$ cat src/hw/rtl/srlt_pkg.sv
`timescale 1ns / 1ps

package srlt_pkg;

  // Table geometry.
  localparam int TABLE_DEPTH = 256;
  localparam int ADDR_WIDTH  = 64;
  localparam int IDX_W       = (TABLE_DEPTH > 1) ? $clog2(TABLE_DEPTH) : 1;
  localparam int CNT_W       = $clog2(TABLE_DEPTH + 1);
  localparam int RANGE_W     = 2 * ADDR_WIDTH;

  // Port field widths.
  localparam int OP_W       = 2;
  localparam int TYPE_W     = 4;
  localparam int FIELD_AW   = 64;
  localparam int OUT_IDX_W  = 8;
  localparam int OUT_CNT_W  = 9;
  localparam int MASK_W     = 16;
  localparam int CFG_IDX_W  = 8;
  localparam int CFG_DATA_W = 16;

  // Configuration register indexes and reset values.
  localparam logic [CFG_IDX_W-1:0] REG_TYPE_MASK = 8'd0;
  localparam logic [CFG_IDX_W-1:0] REG_SKIP_ZERO = 8'd1;
  localparam logic [MASK_W-1:0]    MASK_RESET    = 16'd98;
  localparam logic                 SKIP_RESET    = 1'b1;

  // Command queue between the front and back halves (depth is a power of two).
  localparam int CMDQ_DEPTH = 2;
  localparam int CMDQ_PTR_W = (CMDQ_DEPTH > 1) ? $clog2(CMDQ_DEPTH) : 1;
  localparam int CMDQ_CNT_W = $clog2(CMDQ_DEPTH + 1);

  typedef enum logic [OP_W-1:0] {
    OP_CLEAR  = 2'd0,
    OP_LOAD   = 2'd1,
    OP_LOOKUP = 2'd2,
    OP_NOP    = 2'd3
  } op_e;

  typedef logic [ADDR_WIDTH-1:0] addr_t;

  // A classified transaction: lo holds the start (load) or the query address.
  typedef struct packed {
    op_e   op;
    logic  pass;
    addr_t lo;
    addr_t hi;
  } cmd_t;

  typedef struct packed {
    logic full;
    logic empty;
  } q_status_t;

  typedef struct packed {
    logic             hit;
    logic [IDX_W-1:0] idx;
    logic [CNT_W-1:0] count;
    logic             full;
  } result_t;

endpackage

$ cat src/hw/rtl/srlt_cmd_fifo.sv
`timescale 1ns / 1ps

module srlt_cmd_fifo (
  input  logic                clk_i,
  input  logic                rst_ni,
  input  logic                push_i,
  input  srlt_pkg::cmd_t      cmd_i,
  input  logic                pop_i,
  output srlt_pkg::cmd_t      cmd_o,
  output srlt_pkg::q_status_t status_o
);

  import srlt_pkg::*;

  cmd_t                  entries_q [CMDQ_DEPTH];
  logic [CMDQ_PTR_W-1:0] wr_ptr_q, rd_ptr_q;
  logic [CMDQ_CNT_W-1:0] cnt_q, cnt_d;
  logic                  do_push, do_pop;

  assign status_o.full  = (cnt_q == CMDQ_CNT_W'(CMDQ_DEPTH));
  assign status_o.empty = (cnt_q == '0);
  assign do_push        = push_i && !status_o.full;
  assign do_pop         = pop_i && !status_o.empty;

  assign cmd_o = entries_q[rd_ptr_q];

  // Entry storage carries no reset.
  always_ff @(posedge clk_i) begin
    if (do_push) begin
      entries_q[wr_ptr_q] <= cmd_i;
    end
  end

  always_comb begin
    cnt_d = cnt_q;
    if (do_push && !do_pop) begin
      cnt_d = cnt_q + CMDQ_CNT_W'(1);
    end else if (do_pop && !do_push) begin
      cnt_d = cnt_q - CMDQ_CNT_W'(1);
    end
  end

  // Pointers wrap naturally since the depth is a power of two.
  always_ff @(posedge clk_i or negedge rst_ni) begin
    if (!rst_ni) begin
      wr_ptr_q <= '0;
      rd_ptr_q <= '0;
      cnt_q    <= '0;
    end else begin
      if (do_push) begin
        wr_ptr_q <= wr_ptr_q + CMDQ_PTR_W'(1);
      end
      if (do_pop) begin
        rd_ptr_q <= rd_ptr_q + CMDQ_PTR_W'(1);
      end
      cnt_q <= cnt_d;
    end
  end

endmodule

$ cat config.mk
export PLATFORM = sky130hd
export DESIGN_NAME = srlt_cmd_fifo
export DESIGN_NICKNAME = d
export VERILOG_FILES = /design/src/hw/rtl/srlt_pkg.sv /design/src/hw/rtl/srlt_cmd_fifo.sv
export SDC_FILE = /design/constraint.sdc
export NUM_CORES = 1
export LEC_CHECK = 0
export BUFFER_PORTS_ARGS = -buffer_cell sky130_fd_sc_hd__buf_2
export CORE_UTILIZATION = 52
export CTS_CLUSTER_DIAMETER = 40
export DETAILED_ROUTE_END_ITERATION = 7
export HOLD_SLACK_MARGIN = 0.05
export PLACE_DENSITY = 0.76
export REMOVE_ABC_BUFFERS = 1
export SETUP_SLACK_MARGIN = 0.02
export SLEW_MARGIN = 20
export SYNTH_ARGS = -nofsm -noshare
export SYNTH_HDL_FRONTEND = slang
export SYNTH_SLANG_ARGS = --single-unit
$ cat constraint.sdc
create_clock -name clk_i -period 7.48 [get_ports clk_i]
set_input_delay 1.496 -clock clk_i [delete_from_list [all_inputs] [get_ports clk_i]]
set_output_delay 1.496 -clock clk_i [all_outputs]
set_load 0.005 [all_outputs]
==> out/results.md <==
### GRT
* **Overall Global Routing Usage** 0.172
* **first-pass GRT wire length** 26.1 mm
* **antenna violations before repair** 1
* **via count of the first global-routing pass** 5193
* **pin count of the biggest net entering global routing** 83
* **remaining global-route overflow** 0

### Finish
* **proportion of layout cells with a drive suffix above 1** 0.616
* **diodes inserted** 0
* **NumNets Final** 853
* **layout overhead on the synthesized area** 25.4%
* **final standard cell count with taps included and fillers excluded** 974

### Logic synthesis
* **yosys warns** 0
* **area of the mapped netlist** 0.00998 mm2
* **number of synthesized register bits** 266
* **cell type with the highest aggregate area in the netlist** edfxtp_1
* **post-synthesis average cell area** 23.4 um2
* **area share of the largest cell type after synthesis** 0.788
* **biggest area contributors in the synthesized netlist** edfxtp_1 79%, mux2_4 12%, mux2_2 5.8%, buf_6 1.0%, dfrtp_1 1.0%
* **number of distinct standard cells referenced by the synthesized netlist** 16
* **Syn Inst Count** 427
* **sequential share of the synthesized area** 0.798

### Critical path
* **crit-path cells** buf_4 > mux2_2 > buf_2
* **startpoint of the most critical setup path** rd_ptr_q
* **critical register-to-register path startpoint** cnt_q[0]
* **worst-path maximum fanout** 54
* **startpoint type of the worst setup path** register
* **Data required, critical path** 5980 ps
* **category of the worst setup path capture point** output pin
* **critical path type** reg2out
* **critical path arrival** 2960 ps
* **slowest library cell on the worst path** dfrtp_4
* **Max stage delay on crit path** 1010 ps

### Power
* **P_leak** 4.94 nW
* **VDD IR max** 0.237 mV
* **cell area power density** 393 mW/mm2

### Clock tree
* **CTS Sinks** 266
* **clock latency reported for the late side of the worst-skew pair** 530 ps
* **hold buffer count at cts** 0
* **CTS HTree Levels** 1
* **clock slew at reported path FFs** 60 ps
* **CTS Root Cell** clkbuf_16
* **Longest Clk Path Bufs** 3
* **cells resized by post-CTS repair** 0
* **Post-CTS Setup Bufs** 0
* **CTS tree** yes
* **number of CTS-inserted buffers** 31

### STA
* **setup repair after global routing missed its margin** no
* **ratio of final minimum period to clock period** 0.596
* **pin slew with the least headroom to its limit** 1100 ps
* **count of final hold-check violations** 0
* **worst clock skew on the final layout** 11.2 ps
* **Max Freq** 224 MHz
* **total setup violations reported at the end of the flow** 0
* **final max-slew violation count** 0
* **headroom to the max-slew limit** 0.267
* **Final min period** 4460 ps
* **final-layout setup total negative slack** 0 ps

### Min path
* **class of the worst hold path** reg2reg
* **critical hold path startpoint** cnt_q[1]

### Run status
* **result of the run** finished, final reports clean

### Routing
* **routed vias** 4941
* **Routed wire per std cell** 18.0 um
* **initial drt markers** 195
* **Remaining DRCs** 0
* **detail-routed via count per cell** 5.07
* **Antenna Nets Post-Route** 0
* **DR pass1 iterations** 4
* **Total Wirelength** 17.5 mm

### Placed design
* **GP Congestion** 0.746
* **dpl hpwl** 11.3 mm
* **# port buffers** 267
* **instance count after placement with tap cells included** 918

### Floorplan
* **area of the core** 0.0188 mm2
* **DIE HEIGHT** 141 um
* **die outline area** 0.0198 mm2
* **number of placement rows** 50
* **starting utilization of the core area** 0.532
* **overall die width** 141 um
* **I/O pin total** 268

### Run
* **max-cap violations** 0

## per-stage QoR
| step | util | cell area, um2 | total power, mW | hold slack, ps | worst slack (ps) |
|---|---|---|---|---|---|
| 2_1_floorplan | - | 9840 | 3.21 | 460 | -170 |
| 3_3_place_gp | 0.614 | 11500 | 3.51 | 496 | 3590 |
| 3_5_place_dp | 0.614 | 11500 | 3.56 | 519 | 3530 |
| 4_1_cts | 0.667 | 12500 | 4.98 | 533 | 2950 |
| 5_1_grt | 0.667 | 12500 | 5.14 | 558 | 2860 |
| 6_report | 0.667 | 12500 | 4.92 | 533 | 3020 |
## layer usage
metal / vias to the layer above / track usage / wire length (um)
met5: - / 0 / 0
met4: 0 / 0.0555 / 388
met3: 40 / 0.0526 / 1450
met2: 217 / 0.307 / 8980
met1: 2403 / 0.196 / 6660
li1: 2281 / - / -
## final cells by class
type | count | area (um2)
clock buffer | 33 | 783
clock inverter | 23 | 210
fill | 1253 | 6250
inverter | 2 | 7.51
multi-input combinational | 144 | 1880
sequential | 266 | 7970
tap | 234 | 293
timing repair buffer | 272 | 1370
## state kept, by name (all words and copies together) (netlist names)
register   cells
wr_ptr_q       1
cnt_q          2
entries_q    262
rd_ptr_q       1
## power by group
| group | internal, mW | switching (mW) |
|---|---|---|
| Combinational | 0.722 | 0.589 |
| Clock | 0.836 | 0.573 |
| Sequential | 2.04 | 0.152 |
| Total | 3.60 | 1.31 |
## synth_stat cells
library cell and count:
edfxtp_1 262, mux2_4 80, mux2_2 51, buf_6 9, buf_2 5, dfrtp_1 4
nor2_1 3, xnor2_1 3, inv_1 2, xor2_1 2, and3_1 1, buf_8 1
ha_1 1, nand2_1 1, nand2b_1 1, o21ai_0 1
## layout by cell type, fill, tap and decap left out
master	instances
inv_6	1
xnor2_1	3
inv_1	2
clkinv_1	4
inv_8	2
edfxtp_1	262
o21ai_0	1
bufinv_16	2
clkinv_8	1
and3_4	1
mux2_4	80
buf_4	5
nand2_1	1
nor2_4	1
dfrtp_1	3
nand2b_1	1
buf_2	267
ha_1	1
clkbuf_16	31
xor2_1	2
clkinvlp_4	6
mux2_2	51
nor2_1	2
clkbuf_1	2
dfrtp_4	1
clkinv_2	5
clkinv_4	2
## worst max-delay path: cells and delay by family, from the launching register on
kind	cells	cell delay, ps
mux	1	430
flops	1	1010
buf+inv	2	960
## path summary, 6_finish.rpt
kind	depth (start not counted)	endpoint	slack, ps
max in group asynchronous	1	rd_ptr_q	6590
min in group asynchronous	1	rd_ptr_q	760
max reg2reg	3	entries_q[1][81]	4790
max	3	cmd_o[4]	3020
min reg2reg	1	cnt_q[1]	530
min	1	cnt_q[1]	530
## cells by family after synthesis
group / Yosys count / synth area share
flip-flops: 266 / 0.798
multiplexers: 131 / 0.178
buffers and inverters: 17 / 0.0149
AND/OR/NAND/NOR: 6 / 0.00276
XOR/XNOR: 5 / 0.00439
AO/OA/AOI/OAI: 1 / 0.000501
adder cells (fa/ha/maj): 1 / 0.00125
No activity file was read; power rests on OpenSTA's default activity.
