**src/hw/rtl/srlt_pkg.sv**
```systemverilog
`timescale 1ns / 1ps

package srlt_pkg;

  // Table geometry.
  localparam int TABLE_DEPTH = 256;
  localparam int ADDR_WIDTH  = 64;
  localparam int IDX_W       = (TABLE_DEPTH > 1) ? $clog2(TABLE_DEPTH) : 1;
  localparam int CNT_W       = $clog2(TABLE_DEPTH + 1);
  localparam int RANGE_W     = 2 * ADDR_WIDTH;

  // Port field widths.
  localparam int OP_W       = 2;
  localparam int TYPE_W     = 4;
  localparam int FIELD_AW   = 64;
  localparam int OUT_IDX_W  = 8;
  localparam int OUT_CNT_W  = 9;
  localparam int MASK_W     = 16;
  localparam int CFG_IDX_W  = 8;
  localparam int CFG_DATA_W = 16;

  // Configuration register indexes and reset values.
  localparam logic [CFG_IDX_W-1:0] REG_TYPE_MASK = 8'd0;
  localparam logic [CFG_IDX_W-1:0] REG_SKIP_ZERO = 8'd1;
  localparam logic [MASK_W-1:0]    MASK_RESET    = 16'd98;
  localparam logic                 SKIP_RESET    = 1'b1;

  // Command queue between the front and back halves (depth is a power of two).
  localparam int CMDQ_DEPTH = 2;
  localparam int CMDQ_PTR_W = (CMDQ_DEPTH > 1) ? $clog2(CMDQ_DEPTH) : 1;
  localparam int CMDQ_CNT_W = $clog2(CMDQ_DEPTH + 1);

  typedef enum logic [OP_W-1:0] {
    OP_CLEAR  = 2'd0,
    OP_LOAD   = 2'd1,
    OP_LOOKUP = 2'd2,
    OP_NOP    = 2'd3
  } op_e;

  typedef logic [ADDR_WIDTH-1:0] addr_t;

  // A classified transaction: lo holds the start (load) or the query address.
  typedef struct packed {
    op_e   op;
    logic  pass;
    addr_t lo;
    addr_t hi;
  } cmd_t;

  typedef struct packed {
    logic full;
    logic empty;
  } q_status_t;

  typedef struct packed {
    logic             hit;
    logic [IDX_W-1:0] idx;
    logic [CNT_W-1:0] count;
    logic             full;
  } result_t;

endpackage

```
**src/hw/rtl/srlt_front.sv**
```systemverilog
`timescale 1ns / 1ps

module srlt_front (
  input  logic                             clk_i,
  input  logic                             rst_ni,
  input  logic                             start_i,
  output logic                             busy_o,
  input  logic [srlt_pkg::OP_W-1:0]        op_i,
  input  logic [srlt_pkg::TYPE_W-1:0]      symbol_type_i,
  input  logic [srlt_pkg::FIELD_AW-1:0]    symbol_start_i,
  input  logic [srlt_pkg::FIELD_AW-1:0]    symbol_size_i,
  input  logic [srlt_pkg::FIELD_AW-1:0]    query_address_i,
  input  logic                             cfg_valid_i,
  output logic                             cfg_ready_o,
  input  logic [srlt_pkg::CFG_IDX_W-1:0]   cfg_index_i,
  input  logic [srlt_pkg::CFG_DATA_W-1:0]  cfg_data_i,
  input  srlt_pkg::q_status_t              q_status_i,
  output logic                             push_o,
  output srlt_pkg::cmd_t                   cmd_o
);

  import srlt_pkg::*;

  logic [MASK_W-1:0]   type_mask_q, type_mask_d;
  logic                skip_zero_q, skip_zero_d;
  addr_t               start_a, size_a, query_a, end_a;
  logic [ADDR_WIDTH:0] sum;
  logic                type_ok, zero_seen;
  op_e                 op;

  // Configuration registers; writes are always taken.
  assign cfg_ready_o = 1'b1;

  always_comb begin
    type_mask_d = type_mask_q;
    skip_zero_d = skip_zero_q;
    if (cfg_valid_i) begin
      unique case (cfg_index_i)
        REG_TYPE_MASK: type_mask_d = cfg_data_i[MASK_W-1:0];
        REG_SKIP_ZERO: skip_zero_d = cfg_data_i[0];
        default: ;
      endcase
    end
  end

  always_ff @(posedge clk_i or negedge rst_ni) begin
    if (!rst_ni) begin
      type_mask_q <= MASK_RESET;
      skip_zero_q <= SKIP_RESET;
    end else begin
      type_mask_q <= type_mask_d;
      skip_zero_q <= skip_zero_d;
    end
  end

  // Addresses are taken modulo the table's address width.
  assign start_a = symbol_start_i[ADDR_WIDTH-1:0];
  assign size_a  = symbol_size_i[ADDR_WIDTH-1:0];
  assign query_a = query_address_i[ADDR_WIDTH-1:0];

  // The end of a range saturates at the top address when the sum carries out.
  assign sum   = {1'b0, start_a} + {1'b0, size_a};
  assign end_a = sum[ADDR_WIDTH] ? '1 : sum[ADDR_WIDTH-1:0];

  // Type filter and zero filter decide whether a load is stored at all.
  assign type_ok   = type_mask_q[symbol_type_i];
  assign zero_seen = (start_a == '0) || (size_a == '0);

  assign op        = op_e'(op_i);
  assign cmd_o.op   = op;
  assign cmd_o.pass = type_ok && !(skip_zero_q && zero_seen);
  assign cmd_o.lo   = (op == OP_LOOKUP) ? query_a : start_a;
  assign cmd_o.hi   = end_a;

  // A transaction is taken whenever the queue has room.
  assign busy_o = q_status_i.full;
  assign push_o = start_i && !q_status_i.full;

endmodule

```
**config.mk**
```make
export PLATFORM = sky130hd
export DESIGN_NAME = srlt_front
export DESIGN_NICKNAME = d
export VERILOG_FILES = /design/src/hw/rtl/srlt_pkg.sv /design/src/hw/rtl/srlt_front.sv
export SDC_FILE = /design/constraint.sdc
export NUM_CORES = 1
export LEC_CHECK = 0
export BUFFER_PORTS_ARGS = -buffer_cell sky130_fd_sc_hd__buf_2
export CORE_AREA = 2 2 140 142
export CTS_BUF_LIST = sky130_fd_sc_hd__clkbuf_8
export DETAILED_ROUTE_END_ITERATION = 7
export DIE_AREA = 0 0 142 144
export GPL_TIMING_DRIVEN = 0
export SYNTH_ARGS = -nofsm -noshare
export SYNTH_HDL_FRONTEND = slang
export SYNTH_SLANG_ARGS = --single-unit
```
**constraint.sdc**
```tcl
create_clock -name clk_i -period 4.55 [get_ports clk_i]
set_clock_uncertainty 0.05 [all_clocks]
set_input_delay 0.455 -clock clk_i [delete_from_list [all_inputs] [get_ports clk_i]]
set_output_delay 0.455 -clock clk_i [all_outputs]
set_load 0.05 [all_outputs]
```
==> impl_metrics.json, run 1 <==
{
  "chip_height_um": 144,
  "endpoint_kind": "output port",
  "grt_remaining_overflow": 0,
  "seq_area_um2": 430,
  "max_slew_margin": 0.296,
  "core_um2": 19100,
  "r2r_setup_slack_ns": 3.71,
  "synthesized_area_per_cell_um2": 7.39,
  "finalCritPeriodShare": 0.918,
  "critical_path_arrival_ns": 3.67,
  "grt_setup_unrepaired": "false",
  "timing.critical_path.depth": 15,
  "grtUsageMet1": 0.317,
  "cts_tree": "built",
  "combPwrFrac": 0.861,
  "crit_path_start_kind": "input port",
  "synth_xor_xnor_area_share": 0.0655,
  "synth-seq-cells": 17,
  "synth.yosys.seq_area_share": 0.0685,
  "finalMaxSlewViolations": 0,
  "postSynth.asyncResetShare": 1.00,
  "crit_required_ns": 4.05,
  "worst-slew-pin-transition_ns": 1.05,
  "post_synth_inst_count": 850,
  "detailroute.via_count": 8064,
  "drt_iter0_drc": 628,
  "wire_per_inst_um": 19.1,
  "first_global_vias": 7579,
  "cts.path.max_buffers": 2,
  "multiInputGateArea_um2": 5540,
  "clk_root_buffer_cell": "sky130_fd_sc_hd__clkbuf_8",
  "synthMuxAreaShare": 0.165,
  "regToRegEndpoint": "type_mask_q[7]$_DFFE_PN0P_",
  "remaining_drc_errors": 0,
  "p_sw_frac": 0.629,
  "antenna_found_initial": 2,
  "viasPerCell": 5.55,
  "post_synth_and_or_nand_nor_area_fraction": 0.237,
  "clkTransAtPathRegs_ns": 0.06,
  "global_route.peak_usage_layer": "met2",
  "synth_edf_count": 0,
  "synth_compound_area_frac": 0.283,
  "crit_chain": "buf_2, ha_1, fa_1, a211oi_2, o21bai_1, nand4_1, a21oi_1, o21ai_1, a211oi_2, o21ai_2, o21a_1, buf_4, buf_4, o21ai_0, buf_2",
  "worstSetupEndpoint": "cmd_o[57]",
  "drive_above_1_share": 0.406,
  "max-vdd-ir-drop_mv": 0.168,
  "yosys_warnings": 0,
  "num-fill-cells": 2005,
  "worst-path-buf-inv": 4,
  "top_level_ports": 362,
  "cp-startpoint": "symbol_start_i[0]",
  "die_area_um2": 20400,
  "antenna_left": 0,
  "drt_first_pass_iters": 5,
  "final-hold-violation-count": 0,
  "fin_nets": 1507,
  "max_freq_mhz": 239,
  "grt_util_met2": 0.457,
  "pin_count_of_the_biggest_net_entering_global_routing": 18,
  "fp-row-count": 51,
  "synthesis.area_um2": 6280,
  "numCtsBuffers": 3,
  "initial_standard_cell_utilization_of_the_core": 0.329,
  "area.growth.synth_to_final_pct": 34.2,
  "hpwlAfterDp_um": 24300,
  "clock_latency_ns": 0.25,
  "power_frac_clock": 0.056,
  "hold_buffers": 0,
  "synth_flop_cell": "sky130_fd_sc_hd__dfrtp_1",
  "groute.usage.overall": 0.253,
  "min_period_ns": 4.18,
  "fin_tns_setup_ns": 0,
  "critical-path-top-delay-family": "compound AO/OA/AOI/OAI gates",
  "synth-adder-area-share": 0.131,
  "p_leak_nw": 4.14,
  "power_density_nw_per_um2": 233,
  "global_route_wire_length_before_repair_um": 41000,
  "drv_cap": 0,
  "postSynthNetCount": 1143,
  "routed_wl_um": 27700,
  "reg2reg_depth": 1,
  "outcome": "finished, final reports clean",
  "fp.dieW_um": 142,
  "pwr-share-seq": 0.083,
  "worst_hold_path_type": "input port to asynchronous set/reset pin",
  "timing.critical_path.fanout_max": 10,
  "cpMaxStageDelayCell": "sky130_fd_sc_hd__fa_1",
  "switchingPower_w": 0.00124,
  "cts.htree.levels": 1,
  "power.total_w": 0.00197,
  "synth_top_family_by_area": "compound AO/OA/AOI/OAI gates",
  "place.port_buffers": 359,
  "timing.critical_path.slowest_cell_delay_ns": 0.46,
  "cts_sinks": 17,
  "place_congestion": 0.933,
  "unique_cell_type_count_in_the_yosys_netlist": 70,
  "timing.setup.critical_path_class": "input port to output port",
  "finalCoreUtilization": 0.442,
  "critical_path.reg2reg.startpoint": "type_mask_q[7]$_DFFE_PN0P_",
  "globalRouteMet3Util": 0.0391,
  "finalSetupViolCount": 0,
  "power_internal_w": 0.000729
}
per-layer routing:
| layer | vias to the layer above | part of all wire |
|---|---|---|
| met2 | 351 | 0.48 |
| met3 | 37 | 0.074 |
| met4 | 2 | 0.019 |
| met5 | - | 0.00047 |
| met1 | 3739 | 0.42 |
| li1 | 3935 | - |
cells in the final DEF (no fill, tap or decap), drive strengths merged, types with 31 or more instances in the layout:
cell | netlist | final
a21o | 47 | 47
a21oi | 84 | 84
buf | 20 | 379
clkbuf | 28 | 31
ha | 64 | 64
mux2 | 82 | 82
nand2 | 108 | 108
nor2 | 39 | 39
nor4 | 36 | 36
o21ai | 54 | 54
power by group through the flow:
stage          Sequential, W  Clock (W)  Combinational, W
2_1_floorplan       0.000164          0           0.00122
3_3_place_gp        0.000166          0           0.00168
3_5_place_dp        0.000166          0           0.00168
4_1_cts             0.000163   0.000111           0.00169
5_1_grt             0.000164   0.000119           0.00181
6_report            0.000163   0.000109           0.00170
Yosys cell counts, drive strengths merged, types with 4 or more instances:
cell	count	area [um^2]
nand3	22	110
o21ai	54	274
o21bai	14	105
a21o	47	353
nand2	108	405
a211oi	11	105
ha	64	801
mux2	82	923
o211ai	5	37.5
or3	4	25.0
o21a	14	114
xnor2	23	201
o31ai	4	48.8
nand2b	12	75.1
a21oi	84	428
dfstp	4	105
nor3	26	146
inv	16	60.1
nor4	36	225
clkbuf	28	106
mux4	5	113
and3	7	43.8
xor2	24	210
a31oi	13	81.3
dfrtp	13	325
nand4	24	150
nor2	39	146
buf	20	146
and2	7	46.3
through the flow:
stage	instance area, um^2	setup slack [ns]	instances	hold slack [ns]
detailed placement	8380	0.238	1447	0.347
CTS	8420	0.225	1451	0.0783
finish	8430	0.374	1452	0.0671
global placement	8380	0.186	1447	0.350
floorplan	6280	0.393	850	0.109
global route	8430	0.0843	1451	0.0833
registers in the layout, indices dropped and copies added, names as in the netlist:
signal / count
skip_zero_q: 1
type_mask_q: 16
worst min path at each step:
stage	start	endpoint	slack, ns	cells past startpoint
finish	rst_ni	type_mask_q[7]$_DFFE_PN0P_	0.07	1
global route	rst_ni	type_mask_q[10]$_DFFE_PN0P_	0.08	1
CTS	rst_ni	type_mask_q[10]$_DFFE_PN0P_	0.08	1
detailed placement	rst_ni	type_mask_q[10]$_DFFE_PN0P_	0.35	1
global placement	rst_ni	type_mask_q[10]$_DFFE_PN0P_	0.35	1
floorplan	rst_ni	type_mask_q[0]$_DFFE_PN0P_	0.11	0
cell type report:
type | count | share of cell area
repair buffers | 359 | 0.213
flip-flops and latches | 17 | 0.0511
clock buffers | 3 | 0.00490
multi-input cells | 769 | 0.658
well taps | 238 | 0.0353
diodes | 1 | 0.000297
plain buffers | 48 | 0.0300
inverters | 16 | 0.00713
clock inverters | 1 | 0.000445
kinds of logic (layout without fill, tap and decap cells):
kind of cell / count (synthesis) / count (layout)
AND/OR/NAND/NOR: 300 / 300
AO/OA/AOI/OAI: 269 / 269
multiplexers: 87 / 87
adder cells (fa/ha/maj): 65 / 65
buffers and inverters: 64 / 427
XOR/XNOR: 47 / 47
flip-flops: 17 / 17
other: 1 / 2
timing repair:
item / CTS / global route
endpoints found under the setup margin: 0 / 17
resized for setup: 0 / 2
endpoints found under the hold margin: 0 / 0
setup buffers: 0 / 0
No activity file was read; power rests on OpenSTA's default activity.
==> run 2: changes to the inputs <==
--- a/config.mk
+++ b/config.mk
@@ -6,11 +6,11 @@
 export NUM_CORES = 1
 export LEC_CHECK = 0
 export BUFFER_PORTS_ARGS = -buffer_cell sky130_fd_sc_hd__buf_2
-export CORE_AREA = 2 2 140 142
+export CORE_AREA = 5 5 139 141
 export CTS_BUF_LIST = sky130_fd_sc_hd__clkbuf_8
 export DETAILED_ROUTE_END_ITERATION = 7
-export DIE_AREA = 0 0 142 144
-export GPL_TIMING_DRIVEN = 0
+export DIE_AREA = 0 0 144 146
+export PLACE_DENSITY = 0.67
 export SYNTH_ARGS = -nofsm -noshare
 export SYNTH_HDL_FRONTEND = slang
 export SYNTH_SLANG_ARGS = --single-unit
==> run 2 against run 1 <==
Compared with the run above: register-to-register slack barely moved; critical path type unchanged; sequential power barely moved; die area rose by 2.8%; global-route usage fell by 0.71 points; first-iteration DRC count fell by 25%; utilization rose by 2.0 points; final cell count fell by 3.4%; critical path depth fell by 1; setup slack got worse by 0.019 ns; largest cell class unchanged.
==> impl_metrics.json, run 2 (synthesis results as in run 1) <==
{
  "detailroute.via_count": 7922,
  "finalCritPeriodShare": 0.922,
  "regToRegEndpoint": "type_mask_q[7]$_DFFE_PN0P_",
  "max-vdd-ir-drop_mv": 0.206,
  "combPwrFrac": 0.860,
  "power_frac_clock": 0.056,
  "post_dp_cell_area_um2": 8190,
  "first_global_vias": 7809,
  "layout_commonest_cell": "sky130_fd_sc_hd__buf_2",
  "clkTransAtPathRegs_ns": 0.07,
  "pin_count_of_the_biggest_net_entering_global_routing": 65,
  "grt_remaining_overflow": 0,
  "min_period_ns": 4.20,
  "area.growth.synth_to_final_pct": 31.3,
  "initial_standard_cell_utilization_of_the_core": 0.352,
  "num-fill-cells": 1874,
  "cts.htree.levels": 1,
  "hpwlAfterDp_um": 24700,
  "timing.setup.critical_path_class": "input port to output port",
  "power.total_w": 0.00196,
  "groute.usage.overall": 0.246,
  "switchingPower_w": 0.00123,
  "grt_setup_unrepaired": "false",
  "number_of_flip_flops_in_the_largest_register": 16,
  "numCtsBuffers": 3,
  "mostFrequentLayoutCells": "359 x sky130_fd_sc_hd__buf_2, 108 x sky130_fd_sc_hd__nand2_1, 82 x sky130_fd_sc_hd__mux2_2, 82 x sky130_fd_sc_hd__a21oi_1, 64 x sky130_fd_sc_hd__ha_1",
  "cts_sinks": 17,
  "endpoint_kind": "output port",
  "viasPerCell": 5.65,
  "largest_registers_in_the_final_layout": "type_mask_q (16), skip_zero_q (1)",
  "max_slew_margin": 0.374,
  "antenna_found_initial": 4,
  "pwr-share-seq": 0.084,
  "chip_height_um": 146,
  "finalCoreUtilization": 0.462,
  "p_sw_frac": 0.628,
  "worst-slew-pin-transition_ns": 0.930,
  "outcome": "finished, final reports clean",
  "final-hold-violation-count": 0,
  "antenna_left": 0,
  "clock_latency_ns": 0.25,
  "max_freq_mhz": 238,
  "remaining_drc_errors": 0,
  "fin_tns_setup_ns": 0,
  "largest-register": "type_mask_q",
  "final.setup.worst_slack_ns": 0.355,
  "drt_iter0_drc": 471,
  "fin_nets": 1465,
  "wire_per_inst_um": 20.0,
  "power_density_nw_per_um2": 237,
  "clk_root_buffer_cell": "sky130_fd_sc_hd__clkbuf_8",
  "cts.path.max_buffers": 2,
  "crit_path_start_kind": "input port",
  "timing.critical_path.fanout_max": 3,
  "top_level_ports": 362,
  "fp.dieW_um": 144,
  "hold_buffers": 0,
  "crit_required_ns": 4.05,
  "fp-row-count": 49,
  "finalSetupViolCount": 0,
  "drv_cap": 0,
  "critical_path.reg2reg.startpoint": "type_mask_q[7]$_DFFE_PN0P_",
  "reg2reg_depth": 1,
  "post-place-ws_ns": 0.291,
  "die_area_um2": 21000,
  "place_congestion": 0.934,
  "cts_tree": "built",
  "drt_first_pass_iters": 4,
  "routed_wl_um": 28100,
  "worst_hold_path_type": "input port to asynchronous set/reset pin",
  "core_um2": 17800,
  "power_internal_w": 0.000727,
  "p_leak_nw": 4.06,
  "critical_path_arrival_ns": 3.69,
  "drive_above_1_share": 0.410,
  "global_route_wire_length_before_repair_um": 41800,
  "design_area_um2": 8250,
  "r2r_setup_slack_ns": 3.71,
  "finalMaxSlewViolations": 0,
  "place.port_buffers": 359
}
-- run 2: worst max-delay path by stage --
stage	end	start	cells past startpoint
finish	cmd_o[54]	symbol_start_i[0]	14
detailed placement	cmd_o[54]	symbol_start_i[0]	14
global route	cmd_o[54]	symbol_start_i[0]	14
CTS	cmd_o[54]	symbol_start_i[0]	14
global placement	cmd_o[54]	symbol_start_i[0]	14
floorplan	cmd_o[54]	symbol_start_i[0]	11
-- run 2: layout make-up --
class / count / area (um^2) / share of cell area
antenna: 2 / 5.00 / 0.000607
clock buffer: 3 / 41.3 / 0.00501
clock inverter: 1 / 3.75 / 0.000455
inverter: 16 / 60.1 / 0.00728
multi-input combinational: 769 / 5550 / 0.673
sequential: 17 / 430 / 0.0522
tap: 229 / 287 / 0.0347
timing repair buffer: 365 / 1870 / 0.226
-- run 2: worst max-delay path, stage by stage --
cell and delay, ns:
sky130_fd_sc_hd__buf_2 0.13, sky130_fd_sc_hd__ha_1 0.22, sky130_fd_sc_hd__fa_1 0.44, sky130_fd_sc_hd__a211oi_2 0.31, sky130_fd_sc_hd__o21ai_0 0.21, sky130_fd_sc_hd__nand4_1 0.21
sky130_fd_sc_hd__a21oi_1 0.12, sky130_fd_sc_hd__o311ai_0 0.30, sky130_fd_sc_hd__buf_4 0.18, sky130_fd_sc_hd__nand2_1 0.08, sky130_fd_sc_hd__o211ai_1 0.27, sky130_fd_sc_hd__a21boi_0 0.12
sky130_fd_sc_hd__o21ai_0 0.31, sky130_fd_sc_hd__buf_2 0.34
-- run 2: per-layer routing --
layer	vias to the layer above	global-route usage	routed length (um)
li1	3868	-	-
met1	3661	0.307	11400
met2	355	0.434	13500
met3	36	0.0404	2440
met4	2	0.0640	671
met5	-	0	13
-- run 2: what timing repair did --
action / 4_1_cts / 5_1_grt
buffers inserted: 0 / 0
setup endpoints to repair: 0 / 1
resized for setup: 0 / 1
-- run 2: through the flow --
stage | instances | hold WS (ns)
after floorplan | 850 | 0.109
after global placement | 1396 | 0.345
after detailed placement | 1396 | 0.346
after CTS | 1400 | 0.0726
after global routing | 1402 | 0.0928
final | 1402 | 0.0723
-- run 2: power by group through the flow --
stage / logic [W] / clock network [W] / registers, W
3_5_place_dp: 0.00167 / 0 / 0.000166
2_1_floorplan: 0.00122 / 0 / 0.000164
4_1_cts: 0.00168 / 0.000113 / 0.000164
6_report: 0.00168 / 0.000109 / 0.000164
3_3_place_gp: 0.00167 / 0 / 0.000166
5_1_grt: 0.00179 / 0.000119 / 0.000164
